File: config.mk
export PLATFORM = sky130hd
export DESIGN_NAME = csc_layer_addr
export DESIGN_NICKNAME = d
export VERILOG_FILES = /design/src/hdl/csc_pkg.sv /design/src/hdl/csc_layer_addr.sv
export SDC_FILE = /design/constraint.sdc
export NUM_CORES = 1
export LEC_CHECK = 0
export BUFFER_PORTS_ARGS = -buffer_cell sky130_fd_sc_hd__buf_2
export CORE_ASPECT_RATIO = 1.75
export CORE_UTILIZATION = 54
export DETAILED_ROUTE_END_ITERATION = 8
export PLACE_DENSITY = 0.81
export SYNTH_ARGS = -nofsm -noshare
export SYNTH_HDL_FRONTEND = slang
export SYNTH_SLANG_ARGS = --single-unit
File: constraint.sdc
create_clock -name vclk -period 21.6
set_input_delay 3.24 -clock vclk [all_inputs]
set_output_delay 3.24 -clock vclk [all_outputs]
set_load 0.02 [all_outputs]
File: src/hdl/csc_pkg.sv
// Shared types and constants for the two-sprite color-key compositor.
// Holds command and layer codes, field widths and the layer geometry struct.
// No dependencies.
package csc_pkg;

    localparam int POS_W   = 10;
    localparam int SIZE_W  = 7;
    localparam int PIX_W   = 16;
    localparam int CMD_W   = 2;
    localparam int LAYER_W = 2;
    localparam int IDX_W   = 15;
    localparam int REG_W   = 3;

    localparam logic [CMD_W-1:0] CMD_LOAD_FRONT  = 2'd0;
    localparam logic [CMD_W-1:0] CMD_LOAD_MIDDLE = 2'd1;
    localparam logic [CMD_W-1:0] CMD_COMPOSITE   = 2'd2;

    localparam logic [LAYER_W-1:0] LAYER_BG     = 2'd0;
    localparam logic [LAYER_W-1:0] LAYER_MIDDLE = 2'd1;
    localparam logic [LAYER_W-1:0] LAYER_FRONT  = 2'd2;

    localparam logic [REG_W-1:0] REG_FRONT_X  = 3'd0;
    localparam logic [REG_W-1:0] REG_FRONT_Y  = 3'd1;
    localparam logic [REG_W-1:0] REG_FRONT_W  = 3'd2;
    localparam logic [REG_W-1:0] REG_FRONT_H  = 3'd3;
    localparam logic [REG_W-1:0] REG_MIDDLE_X = 3'd4;
    localparam logic [REG_W-1:0] REG_MIDDLE_Y = 3'd5;
    localparam logic [REG_W-1:0] REG_MIDDLE_W = 3'd6;
    localparam logic [REG_W-1:0] REG_MIDDLE_H = 3'd7;

    localparam logic [SIZE_W-1:0] SIZE_RESET = 7'd64;

    typedef struct packed {
        logic [POS_W-1:0]  x;
        logic [POS_W-1:0]  y;
        logic [SIZE_W-1:0] w;
        logic [SIZE_W-1:0] h;
    } t_layer_cfg;

endpackage

File: src/hdl/csc_layer_addr.sv
// Sprite address generator: maps a coordinate to a sprite memory index and
// flags whether it lies inside the sprite. Uses csc_pkg.
module csc_layer_addr
    import csc_pkg::*;
#(
    parameter int SPRITE_MAX_PIXELS = 4096,
    parameter int AW                = 12
) (
    input  t_layer_cfg       i_cfg,
    input  logic             i_load,
    input  logic [POS_W-1:0] i_pos_x,
    input  logic [POS_W-1:0] i_pos_y,
    output logic             o_hit,
    output logic [AW-1:0]    o_addr
);

    localparam int XW = (AW > IDX_W) ? AW : IDX_W;

    logic [POS_W-1:0] base_x;
    logic [POS_W-1:0] base_y;
    logic [POS_W-1:0] col;
    logic [POS_W-1:0] row;
    logic [IDX_W-1:0] idx;
    logic [XW-1:0]    idx_x;
    logic             in_box;

    // Loads use image coordinates, composites are offset by the sprite corner.
    assign base_x = i_load ? '0 : i_cfg.x;
    assign base_y = i_load ? '0 : i_cfg.y;
    assign col    = i_pos_x - base_x;
    assign row    = i_pos_y - base_y;

    assign in_box = (i_pos_x >= base_x) && (i_pos_y >= base_y)
                  && (col < POS_W'(i_cfg.w)) && (row < POS_W'(i_cfg.h));

    assign idx    = IDX_W'(row[SIZE_W-1:0]) * IDX_W'(i_cfg.w) + IDX_W'(col[SIZE_W-1:0]);
    assign idx_x  = XW'(idx);
    assign o_addr = idx_x[AW-1:0];
    assign o_hit  = in_box && (32'(idx) < 32'(SPRITE_MAX_PIXELS));

endmodule

# Word level (Yosys, flattened, before mapping)
# Index checks and enable logic that the tools add are counted.
# totals
register_bits	0
inputBits	55
out_inout_bits	13
word_cells	15
# op_classes
n_addsub	3
mul	1
n_lt_le_gt_ge	5
n_mux	2
reduce_logical	4
# op_table
cell	n
greater-or-equal comparator 10 bit	2
< comparator 10 x 7 -> 1 bit	2
2-to-1 mux 10 bit	2
subtractor 10 bit	2
adder 14 x 7 -> 15 bit	1
< comparator 15 x 13 -> 1 bit, second input constant	1
multiplier 7 x 7 -> 14 bit	1
logical AND 1 bit	4

# Longest topological paths before layout
# depth
word_depth	6
ltp_mapped	25
depth_no_buf	24

# Worst setup path before layout
# No wires, ideal clock.
# synth_timing
path_kind	input to output
start	input i_load
end	output o_hit
t_arrival_ns	9.066
t_required_ns	18.360
setup_slack_ns	9.294
stages	23
n_path_buf	1
path_cell_list	clkbuf_1 > nor2b_1 > ha_1 > fa_1 > o21ai_0 > a21o_1 > a21oi_1 > xnor2_1 > nand2_1 > fa_1 > inv_1 > fa_1 > fa_1 > inv_1 > fa_1 > inv_1 > ha_1 > a21oi_1 > nor4_1 > a2111oi_4 > nand4_1 > or4_1 > nor4_2
# synth_via
elab_chain_cells	6
word_cells_on_any_way	15
classes_between	add/sub: 3; mul: 1; order compare: 5; mux: 2; reduce/logical: 4
# synth_rtl
item	line_no	source
start, declared	csc_layer_addr.sv:10	input logic i_load,
2-to-1 mux 10 bit (on tied branches)	csc_layer_addr.sv:29, csc_layer_addr.sv:28	
subtractor 10 bit (tied with other cells)	csc_layer_addr.sv:31	assign row = i_pos_y - base_y;
multiplier 7 x 7 -> 14 bit (tied with other cells)	csc_layer_addr.sv:36	assign idx = IDX_W'(row[SIZE_W-1:0]) * IDX_W'(i_cfg.w) + IDX_W'(col[SIZE_W-1:0]);
adder 14 x 7 -> 15 bit or logical AND 1 bit (tied branches)	csc_layer_addr.sv:36, csc_layer_addr.sv:34	
< comparator 15 x 13 -> 1 bit or logical AND 1 bit (tied branches)	csc_layer_addr.sv:39, csc_layer_addr.sv:34	
logical AND 1 bit *	csc_layer_addr.sv:39	assign o_hit = in_box && (32'(idx) < 32'(SPRITE_MAX_PIXELS));
end, declared	csc_layer_addr.sv:13	output logic o_hit,
# Every way passes the cells marked *; elsewhere a longest branch is shown, timed or not.

# Worst setup path after layout
# Same ends and word-level chain as after synthesis.

==> metrics.yaml <==
cells_and_area:
  diodes: 0
  final_layout_size_suffix_gt1_share_pct: 15.67
  design.seq.count: 0
  final-seq-area_um2: 0
  nFillCells: 568
  fin_nets: 648
  n_clock_buffer: 0
  syn_to_final_growth_pct: 12.45
flow_run:
  drv_cap: 0
worst_setup_path:
  worstSetupEndpointType: "primary output"
  crit_path_start_kind: "primary input"
  path_class: "primary input to primary output"
  worstPathMaxFanout: 20
  cp.arrival_ns: 9.70
  cp.required_ns: 18.36
power:
  power_uw: 549.1
  powerDensity_mw_per_mm2: 146.4
  vdd_drop_max_v: 0.0002143
  p_leak_uw: 0.002037
global_route:
  grt_pass1_wl_um: 14210
  gr-total-overflow: 0
  grt_pass1_vias: 3368
  track_usage_pct: 27.97
  grt_max_degree: 21
  antenna_found_initial: 0
floorplanning:
  io_pins: 68
  coreArea_mm2: 0.005926
  fp-row-count: 37
  dieArea_mm2: 0.006508
  initial_utilization_pct: 56.29
  fp.dieW_um: 61.41
  die_h_um: 106.0
timing:
  slew-limit-headroom_pct: 39.46
  tns_ns: 0
  hold_violations: 0
  rsz0062_at_grt: "no"
  finalSetupViolations: 0
  final_max_slew_viol_count: 0
  worstMarginPinSlew_ns: 0.9017
  fmax_mhz: 77.30
  finalCritPeriodShare_pct: 59.89
  fin_crit_ns: 12.94
placed_design:
  io_buffers: 68
  place_congestion: 0.9082
  dp_hpwl_um: 7283
synth:
  netlist_instances: 421
  synth_top_cell_by_area: "ha_1"
  synth.distinct_cells: 48
  synth-seq-area-share_pct: 0
  syn_nets: 582
  yosysTopAreaCellShare_pct: 27.38
  synth.area.top_cells: "ha_1, fa_1, inv_1"
  synth-xor-area-share_pct: 4.726
  synth_adder_area_share_pct: 47.19
  yosys_warnings: 0
  avgSynthCellArea_um2: 7.923
  synth_mux_area_share_pct: 0.9377
  synth.top_cells.by_count: "inv_1, ha_1, fa_1"
  synth-simple-area-share_pct: 22.21
  synth-compound-area-share_pct: 15.94
  yosysMostFrequentCell: "inv_1"
  synth_area_mm2: 0.003336
  synth_top_family_by_area: "adder cells"
detailed_routing:
  viasPerCell: 5.584
  drtIter0Drc: 79
  dr_total_vias: 3144
  highest_layer: "met4"
  wl_met1_um: 3145
  routed_wl_um: 8332
  route.met3.wl_um: 219
  ant_nets: 0
  wl_met2_um: 4674
  drc: 0
  wl_per_cell_um: 14.80
  drtPass1Iterations: 4
cts:
  hold_buffers: 0
  post_cts_buffers: 0
  cts.repair.resized: 0
run_status:
  outcome: "complete, no violations"
min_path:
  min_path_type: "primary input to primary output"
-- through the flow --
| step | instance area (µm²) | instances | hold WS (ns) | utilization (%) | setup WS, ns |
|---|---|---|---|---|---|
| 2_1_floorplan | 3336 | 421 | 6.828 | - | 9.294 |
| 6_report | 3751 | 563 | 7.102 | 63.30 | 8.663 |
| 3_5_place_dp | 3751 | 563 | 7.097 | 63.30 | 8.655 |
| 3_3_place_gp | 3751 | 563 | 7.112 | 63.30 | 8.843 |
| 4_1_cts | 3751 | 563 | 7.100 | 63.30 | 8.648 |
| 5_1_grt | 3751 | 563 | 7.128 | 63.30 | 8.241 |
-- cell type report --
| cell class | instances | area (µm²) | share of cell area (%) |
|---|---|---|---|
| repair buffers | 68 | 340.3 | 9.073 |
| well taps | 78 | 97.59 | 2.602 |
| inverters | 74 | 277.8 | 7.405 |
| multi-input cells | 343 | 3035 | 80.92 |
-- layout by cell type (no fill, tap or decap), types with 2 or more instances in the layout --
| cell type | instances |
|---|---|
| nand3b_1 | 2 |
| o22ai_1 | 2 |
| a31oi_1 | 2 |
| nand2_1 | 26 |
| xnor2_1 | 11 |
| nand2b_1 | 23 |
| a211oi_1 | 3 |
| buf_2 | 68 |
| nor2b_1 | 13 |
| a21o_1 | 9 |
| mux2i_1 | 2 |
| o21a_1 | 4 |
| nor3_1 | 6 |
| and2_1 | 22 |
| xor2_1 | 7 |
| nand3_1 | 5 |
| o31a_1 | 2 |
| nor4_1 | 2 |
| o21bai_1 | 3 |
| o21ai_0 | 16 |
| a41o_1 | 2 |
| a21oi_1 | 27 |
| nor2_1 | 26 |
| ha_1 | 73 |
| fa_1 | 33 |
| o2111ai_1 | 2 |
| inv_1 | 74 |
-- kinds of logic (layout without fill, tap and decap cells) --
| logic type | Yosys count | in the layout |
|---|---|---|
| AND/OR/NAND/NOR | 136 | 136 |
| adder cells (fa/ha/maj) | 106 | 106 |
| AO/OA/AOI/OAI | 80 | 80 |
| buffers and inverters | 78 | 142 |
| XOR/XNOR | 18 | 18 |
| multiplexers | 3 | 3 |
-- power breakdown --
group	total (µW)	switching (µW)	leakage [µW]	internal [µW]
sequential	0	0	0	0
combinational	549	330	0.00204	219
clock	0	0	0	0
-- worst paths after layout --
kind	slack (ns)	cells past startpoint	to	start
setup / recovery	8.66	24	o_hit	i_load
hold / removal	7.10	4	o_addr[0]	i_cfg[7]
-- worst max-delay path, cell delays in order --
cell	delay (ns)
buf_2	0.23
nor2b_1	0.11
ha_1	0.21
fa_1	0.41
o21ai_0	0.41
a21o_1	0.18
a21oi_1	0.07
xnor2_1	0.59
nand2_1	0.15
fa_1	0.51
inv_1	0.05
fa_1	0.48
fa_1	0.56
inv_1	0.06
fa_1	0.52
inv_1	0.04
ha_1	0.37
a21oi_1	0.19
nor4_1	0.09
a2111oi_4	0.20
nand4_1	0.11
or4_1	0.49
nor4_2	0.22
buf_2	0.21
-- per-layer routing --
metal	global-route usage, %	vias up
met5	0	-
met4	9.206	0
met3	1.338	25
met2	53.88	67
met1	30.47	1513
li1	-	1539
No activity file was read; power rests on OpenSTA's default activity.
