==> config.mk <==
export PLATFORM = sky130hd
export DESIGN_NAME = csc_regs
export DESIGN_NICKNAME = d
export VERILOG_FILES = /design/src/hdl/csc_pkg.sv /design/src/hdl/csc_regs.sv
export SDC_FILE = /design/constraint.sdc
export NUM_CORES = 1
export LEC_CHECK = 0
export ABC_AREA = 1
export BUFFER_PORTS_ARGS = -buffer_cell sky130_fd_sc_hd__buf_2
export CAP_MARGIN = 30
export CELL_PAD_IN_SITES_DETAIL_PLACEMENT = 0
export CELL_PAD_IN_SITES_GLOBAL_PLACEMENT = 1
export CORE_ASPECT_RATIO = 0.8
export CORE_MARGIN = 2
export CORE_UTILIZATION = 38
export CTS_BUF_LIST = sky130_fd_sc_hd__clkbuf_8
export DETAILED_ROUTE_END_ITERATION = 8
export PLACE_DENSITY = 0.93
export SKIP_CTS_REPAIR_TIMING = 1
export SYNTH_ARGS = -nofsm -noshare
export SYNTH_HDL_FRONTEND = slang
export SYNTH_SLANG_ARGS = --single-unit
==> constraint.sdc <==
create_clock -name i_clk -period 1.3 [get_ports i_clk]
set_input_delay 0 -clock i_clk [delete_from_list [all_inputs] [get_ports i_clk]]
set_output_delay 0 -clock i_clk [all_outputs]
set_load 0.02 [all_outputs]
==> src/hdl/csc_pkg.sv <==
// Shared types and constants for the two-sprite color-key compositor.
// Holds command and layer codes, field widths and the layer geometry struct.
// No dependencies.
package csc_pkg;

    localparam int POS_W   = 10;
    localparam int SIZE_W  = 7;
    localparam int PIX_W   = 16;
    localparam int CMD_W   = 2;
    localparam int LAYER_W = 2;
    localparam int IDX_W   = 15;
    localparam int REG_W   = 3;

    localparam logic [CMD_W-1:0] CMD_LOAD_FRONT  = 2'd0;
    localparam logic [CMD_W-1:0] CMD_LOAD_MIDDLE = 2'd1;
    localparam logic [CMD_W-1:0] CMD_COMPOSITE   = 2'd2;

    localparam logic [LAYER_W-1:0] LAYER_BG     = 2'd0;
    localparam logic [LAYER_W-1:0] LAYER_MIDDLE = 2'd1;
    localparam logic [LAYER_W-1:0] LAYER_FRONT  = 2'd2;

    localparam logic [REG_W-1:0] REG_FRONT_X  = 3'd0;
    localparam logic [REG_W-1:0] REG_FRONT_Y  = 3'd1;
    localparam logic [REG_W-1:0] REG_FRONT_W  = 3'd2;
    localparam logic [REG_W-1:0] REG_FRONT_H  = 3'd3;
    localparam logic [REG_W-1:0] REG_MIDDLE_X = 3'd4;
    localparam logic [REG_W-1:0] REG_MIDDLE_Y = 3'd5;
    localparam logic [REG_W-1:0] REG_MIDDLE_W = 3'd6;
    localparam logic [REG_W-1:0] REG_MIDDLE_H = 3'd7;

    localparam logic [SIZE_W-1:0] SIZE_RESET = 7'd64;

    typedef struct packed {
        logic [POS_W-1:0]  x;
        logic [POS_W-1:0]  y;
        logic [SIZE_W-1:0] w;
        logic [SIZE_W-1:0] h;
    } t_layer_cfg;

endpackage

==> src/hdl/csc_regs.sv <==
// Configuration register file behind an APB-style port.
// Holds the position and size of both sprites. Uses csc_pkg.
module csc_regs
    import csc_pkg::*;
(
    input  logic        i_clk,
    input  logic        i_rst_n,
    input  logic        i_psel,
    input  logic        i_penable,
    input  logic        i_pwrite,
    input  logic [4:0]  i_paddr,
    input  logic [31:0] i_pwdata,
    output logic [31:0] o_prdata,
    output logic        o_pready,
    output t_layer_cfg  o_front,
    output t_layer_cfg  o_middle
);

    t_layer_cfg       r_front;
    t_layer_cfg       r_middle;
    logic             wr_en;
    logic [REG_W-1:0] reg_sel;

    assign o_pready = 1'b1;
    assign wr_en    = i_psel && i_penable && i_pwrite;
    assign reg_sel  = i_paddr[4:2];

    always_ff @(posedge i_clk) begin
        if (!i_rst_n) begin
            r_front  <= '{x: '0, y: '0, w: SIZE_RESET, h: SIZE_RESET};
            r_middle <= '{x: '0, y: '0, w: SIZE_RESET, h: SIZE_RESET};
        end else if (wr_en) begin
            case (reg_sel)
                REG_FRONT_X:  r_front.x  <= i_pwdata[POS_W-1:0];
                REG_FRONT_Y:  r_front.y  <= i_pwdata[POS_W-1:0];
                REG_FRONT_W:  r_front.w  <= i_pwdata[SIZE_W-1:0];
                REG_FRONT_H:  r_front.h  <= i_pwdata[SIZE_W-1:0];
                REG_MIDDLE_X: r_middle.x <= i_pwdata[POS_W-1:0];
                REG_MIDDLE_Y: r_middle.y <= i_pwdata[POS_W-1:0];
                REG_MIDDLE_W: r_middle.w <= i_pwdata[SIZE_W-1:0];
                REG_MIDDLE_H: r_middle.h <= i_pwdata[SIZE_W-1:0];
                default: ;
            endcase
        end
    end

    always_comb begin
        case (reg_sel)
            REG_FRONT_X:  o_prdata = 32'(r_front.x);
            REG_FRONT_Y:  o_prdata = 32'(r_front.y);
            REG_FRONT_W:  o_prdata = 32'(r_front.w);
            REG_FRONT_H:  o_prdata = 32'(r_front.h);
            REG_MIDDLE_X: o_prdata = 32'(r_middle.x);
            REG_MIDDLE_Y: o_prdata = 32'(r_middle.y);
            REG_MIDDLE_W: o_prdata = 32'(r_middle.w);
            REG_MIDDLE_H: o_prdata = 32'(r_middle.h);
            default:      o_prdata = '0;
        endcase
    end

    assign o_front  = r_front;
    assign o_middle = r_middle;

endmodule

* After elaboration in Yosys (flattened, before gate mapping)
Cells that the tools add are included.
W data, S select, Z words.
** Storage, ports and cells
- Word-level logic and storage cells :: 27
- Bits in read-only memories :: 0
- RAM bits :: 0
- Input port bits :: 42
- Flip-flop bits (word level) :: 68
- Memories :: 0
- Latch bits :: 0
** Operators by class
- Bitwise gates (word level) :: 0
- Equality and inequality tests :: 7
- Multiply operators :: 0
- Add/subtract/negate cells :: 0
- Order comparisons :: 0
- Shifts and indexed selects :: 0
- Div/mod/pow operators :: 0
- Multiplexer cells :: 1
- Reductions and logical operators :: 11
** Operators by type and width (number)
- $pmux W32 S8 :: 1
- $reduce_and A2 Y1 :: 8
- $eq A3 B3 Y1 const B :: 4
- $eq A3 B2 Y1 const B :: 2
- $eq A3 B1 Y1 const B :: 1
- $logic_not A3 Y1 :: 1
- $logic_and A1 B1 Y1 :: 2

* Logic depth before layout (Yosys ltp)
Gate-level depths: netlist of run 1.
- Depth after elaboration :: 3
- Depth in mapped cells :: 7
- Mapped depth without buffers :: 6

* Worst setup path after synthesis of run 1
OpenSTA, ideal clock, no wires.
- Kind :: input -> register
- Start point :: in i_pwrite
- End point :: reg r_front, in the netlist o_front[10]
- Path buffers :: 1
- Slack :: 0.417 ns
- Arrival :: 0.767 ns
- Stages :: 6
- Cells stage by stage :: nand3_1 > buf_6 > nor2_2 > inv_2 > nor2_1 > nor2_1
** On the way
- Cells in the longest elaborated chain, start to end :: 2
** Ends and longest elaborated chain
- start, declared :: line csc_regs.sv:10 : input logic i_pwrite,
- $logic_and A1 B1 Y1 :: line csc_regs.sv:25 : assign wr_en = i_psel && i_penable && i_pwrite;
- $reduce_and A2 Y1 (no line)
- end signal, assigned :: line csc_regs.sv:30 : r_front <= '{x: '0, y: '0, w: SIZE_RESET, h: SIZE_RESET};
- end, declared :: line csc_regs.sv:19 : t_layer_cfg r_front;
Every way passes these cells.
A chain may end at the register's enable or synchronous reset.

* Final worst setup path of run 1
- Start point :: reg r_front, in the netlist o_front[11]
- End point :: out o_prdata[4]
** On the way
- Cells in the longest elaborated chain, start to end :: 1
** Ends and longest elaborated chain
- $pmux W32 S8 :: line csc_regs.sv:48 : case (reg_sel)
- end, declared :: line csc_regs.sv:13 : output logic [31:0] o_prdata,
Every way passes these cells. The select of a mux whose other input is x is not followed.

==> results of run 1 <==
stage by stage:
step / TNS [ns] / util, %
floorplan: 0 / -
global placement: 0 / 44.5
detailed placement: 0 / 44.5
CTS: 0 / 46.3
global route: -0.0294 / 47.8
finish: 0 / 47.8
report_power, final:
group	internal, mW	switching [mW]	total, mW
registers	2.11	0.0243	2.13
logic	0.136	0.400	0.536
clock network	0.711	0.775	1.49
routing by layer:
metal	share of wire, %	vias up	wire length [um]	GRT usage [%]
li1	-	1749	-	-
met1	46	1716	5180	30.1
met2	44	148	4940	32.2
met3	7.9	17	887	5.57
met4	1.5	0	165	6.10
met5	0	-	0	0
registers in the layout, indices dropped and copies added (netlist names):
register / cells
o_front: 34
o_middle: 34
area by class of cell:
| class | instances | area share, % |
|---|---|---|
| timing repair buffer | 111 | 15.3 |
| clock inverter | 6 | 0.574 |
| inverter | 18 | 1.67 |
| clock buffer | 10 | 3.16 |
| multi-input combinational | 360 | 44.4 |
| sequential | 68 | 31.6 |
| tap | 115 | 3.30 |
final timing paths:
path	depth (start not counted)	from	slack [ns]	end
min	3	i_rst_n	-0.007	o_middle[31]$_SDFFE_PN0P_
max	5	o_front[11]$_SDFFE_PN0P_	0.04	o_prdata[4]
max reg2reg	3	o_front[1]$_SDFFE_PN0P_	0.53	o_front[1]$_SDFFE_PN0P_
min reg2reg	2	o_front[6]$_SDFFE_PN1P_	0.50	o_front[6]$_SDFFE_PN1P_
kinds of logic after synthesis:
group / Yosys count / share of synthesized area [%]
AND/OR/NAND/NOR: 272 / 40.4
buffers and inverters: 74 / 12.2
flip-flops: 68 / 38.0
AO/OA/AOI/OAI: 65 / 9.16
other: 2 / 0.210
layout by cell type, fill, tap and decap left out, drive strengths merged:
cell type	n
buf	110
clkbuf	10
clkinv	3
conb	23
dfxtp	68
dlygate4sd3	1
inv	21
nand2	55
nand3	23
nand4	35
nor2	119
nor3	40
o211ai	1
o21ai	64
critical path, stage by stage (launching register included):
cell	delay, ns
dfxtp_2	0.33
nand4_1	0.12
nand2_2	0.09
nor2_1	0.09
nand3_1	0.11
buf_4	0.17
==> impl_metrics.json, run 1 <==
{
  "yosys-top-cells-count": "nor2_1 (110), dfxtp_1 (68), nand2_1 (51), o21ai_0 (36), nand4_1 (35)",
  "worst_setup_path_end_kind": "primary output",
  "row_count": 31,
  "drive_above_1_share_pct": 35.4,
  "setup_ws_ns": 0.0381,
  "synth_top_area_share_pct": 38.0,
  "htree_levels": 3,
  "final.min_clock_period_ns": 1.26,
  "start_util_pct": 39.3,
  "p_total_mw": 4.16,
  "core-area_um2": 9110,
  "drcViolationCount": 0,
  "via_per_inst": 5.28,
  "slew_viol_final": 0,
  "max_cap_violations": 0,
  "yosys.cell_types.count": 25,
  "setup.worst_path.start_class": "flip-flop",
  "clock_skew_ns": 0,
  "grt_max_degree": 61,
  "violations": "negative hold slack",
  "peakVddDrop_mv": 0.493,
  "fp.dieArea_um2": 10200,
  "avgSynthCellArea_um2": 7.44,
  "area_delta_synth_final_pct": 21.7,
  "regArea_um2": 1380,
  "syn_area_um2": 3580,
  "yosysTopAreaCell": "dfxtp_1",
  "critPathKind": "flip-flop to primary output",
  "antenna_found_initial": 0,
  "placed_area_um2": 4060,
  "grt_pass1_vias": 3266,
  "wirelength_um": 11200,
  "die_w_um": 113,
  "worstSkewPairLatency_ns": 0.34,
  "fin_crit_sh_pct": 97.1,
  "cp.arrival_ns": 1.26,
  "cts_max_path_buffers": 2,
  "max_freq_mhz": 792,
  "drtIter0Drc": 353,
  "ys_seq_area_share_pct": 38.0,
  "antenna_left": 0,
  "port_buffers": 95,
  "synth_edf_count": 0,
  "num_vias": 3630,
  "first_pass_iters": 5,
  "yosys.cell_count.top_type": "nor2_1",
  "wire_per_inst_um": 16.2,
  "yosysWarnings": 0,
  "fin_cells": 688,
  "place_ws_ns": 0.0960,
  "synth-async-reset-ratio_pct": 0,
  "cts_tree": "done",
  "grt.overflow.total": 0,
  "status": "complete, but fails checks",
  "nets": 610,
  "n_antenna_cell": 0,
  "p_leak_nw": 2.14,
  "post-dp-hpwl_um": 8170,
  "multi_input_area_um2": 1930,
  "power_density_nw_per_um2": 954,
  "finish.instance_area_um2": 4360,
  "grt_pass1_wl_um": 17100,
  "die_height_um": 90.8,
  "synth_seq_cells": 68,
  "crit_required_ns": 1.30,
  "hold_viol_final": 6,
  "syn_inst": 481,
  "critPathMaxFanout": 3,
  "clkSinkCount": 68,
  "root_buffer": "clkbuf_8",
  "clk_pin_slew_ns": 0.07,
  "ys_top_cells_by_area": "dfxtp_1 (38%), nor2_1 (12%), nand4_1 (6.1%), nor3_2 (5.6%), buf_4 (5.5%)",
  "grt.total_usage_pct": 21.4,
  "cts_buffers": 9,
  "gp_congestion": 0.953,
  "dp_cells": 670,
  "whs_ns": -0.00660,
  "ios": 143,
  "setup_viol": 0,
  "fillers": 916,
  "synthFlopType": "dfxtp_1",
  "hold_path_class": "input port to flip-flop"
}
Note: power is estimated with default switching activity, not from simulation.
==> run 2: changes to the inputs <==
PLACE_DENSITY = 0.95   (was 0.93)
==> run 2 against run 1 <==
The run now ends clean. Utilization rose by 0.32 points. Hold slack better by 0.0081 ns. Design area up 0.66%. Sequential power about the same. Routed wire length fell by 0.69%. Via count about the same. Largest cell class unchanged. Clock skew unchanged. Critical path type unchanged.
==> impl_metrics.json, run 2 (synthesis gave the netlist of run 1 again) <==
{
  "setup_ws_ns": 0.0501,
  "whs_path_depth": 3,
  "die_height_um": 90.8,
  "grt.total_usage_pct": 21.3,
  "fin_crit_sh_pct": 96.1,
  "drcViolationCount": 0,
  "row_count": 31,
  "clkSinkCount": 68,
  "rsz0062_at_grt": "yes",
  "setup.worst_path.start_class": "flip-flop",
  "cp.arrival_ns": 1.25,
  "num_vias": 3629,
  "htree_levels": 3,
  "fillers": 913,
  "clk_pin_slew_ns": 0.07,
  "grt_pass1_wl_um": 17000,
  "gp_congestion": 0.968,
  "drtIter0Drc": 243,
  "ios": 143,
  "nets": 611,
  "p_leak_nw": 2.16,
  "r2r_cells": 2,
  "grt.overflow.total": 0,
  "cts_tree": "done",
  "wirelength_um": 11100,
  "cts_buffers": 9,
  "core-area_um2": 9110,
  "die_w_um": 113,
  "root_buffer": "clkbuf_8",
  "antenna_left": 0,
  "critPathMaxFanout": 3,
  "grt_max_degree": 69,
  "via_per_inst": 5.27,
  "area_delta_synth_final_pct": 22.5,
  "first_pass_iters": 5,
  "peakVddDrop_mv": 0.441,
  "max_freq_mhz": 800,
  "worstSkewPairLatency_ns": 0.33,
  "worst_setup_path_end_kind": "primary output",
  "critPathKind": "flip-flop to primary output",
  "start_util_pct": 39.3,
  "regArea_um2": 1370,
  "n_antenna_cell": 0,
  "fp.dieArea_um2": 10200,
  "setup_viol": 0,
  "antenna_found_initial": 0,
  "final_cell_mix": "nor2_1 (105), buf_2 (91), dfxtp_1 (60), nand2_1 (45), o21ai_0 (36)",
  "status": "finished clean",
  "hold_path_class": "input port to flip-flop",
  "max_cap_violations": 0,
  "place_ws_ns": 0.104,
  "port_buffers": 95,
  "post-dp-hpwl_um": 8160,
  "whs_ns": 0.00152,
  "grt_pass1_vias": 3279,
  "clock_skew_ns": 0,
  "multi_input_area_um2": 1910,
  "drive_above_1_share_pct": 33.4,
  "mostFrequentLayoutCell": "nor2_1",
  "power_density_nw_per_um2": 998,
  "final.min_clock_period_ns": 1.25,
  "hold_viol_final": 0,
  "wire_per_inst_um": 16.1,
  "crit_required_ns": 1.30,
  "cts_max_path_buffers": 2,
  "slew_viol_final": 0
}
-- run 2: final timing paths --
check | from | slack (ns) | to
worst max-delay path | o_front[10]$_SDFFE_PN0P_ | 0.05 | o_prdata[3]
worst max register to register | o_front[11]$_SDFFE_PN0P_ | 0.62 | o_front[11]$_SDFFE_PN0P_
worst min register to register | o_front[13]$_SDFFE_PN1P_ | 0.51 | o_front[13]$_SDFFE_PN1P_
worst min-delay path | i_pwdata[9] | 0.002 | o_middle[23]$_SDFFE_PN0P_
-- run 2: where the power goes --
group | internal (mW) | switching [mW] | leakage, nW
clock | 0.942 | 0.763 | 0.111
sequential | 2.11 | 0.0239 | 0.553
combinational | 0.143 | 0.396 | 1.50
total | 3.19 | 1.18 | 2.16
-- run 2: metrics by stage --
step / util (%) / setup TNS, ns / cells / cell area, um2 / power (mW)
floorplan: - / 0 / 502 / 3660 / 2.59
global placement: 45.0 / 0 / 672 / 4100 / 2.70
detailed placement: 45.0 / 0 / 672 / 4100 / 2.71
CTS: 47.2 / 0 / 688 / 4300 / 4.38
global route: 48.1 / -0.0171 / 689 / 4390 / 4.53
finish: 48.1 / 0 / 689 / 4390 / 4.38
-- run 2: area by class of cell --
cell class                 instances  area share, %
clock inverter                     2          0.171
multi-input combinational        360           43.6
inverter                          18           1.65
tap                              115           3.28
timing repair buffer             112           15.6
sequential                        68           31.3
clock buffer                      14           4.39
-- run 2: worst max-delay path, cell delays in order (launching register included) --
cell     delay (ns)
dfxtp_1        0.34
nand4_1        0.10
nand2_1        0.10
nor2_1         0.11
nand3_1        0.09
buf_4          0.17
-- run 2: metal layers --
layer  vias to the layer above  global-route usage (%)  part of all wire, %
li1                       1746                       -                    -
met1                      1700                    28.9                   45
met2                       161                    32.1                   44
met3                        22                    6.91                  8.3
met4                         0                    6.40                  2.0
met5                         -                       0                    0
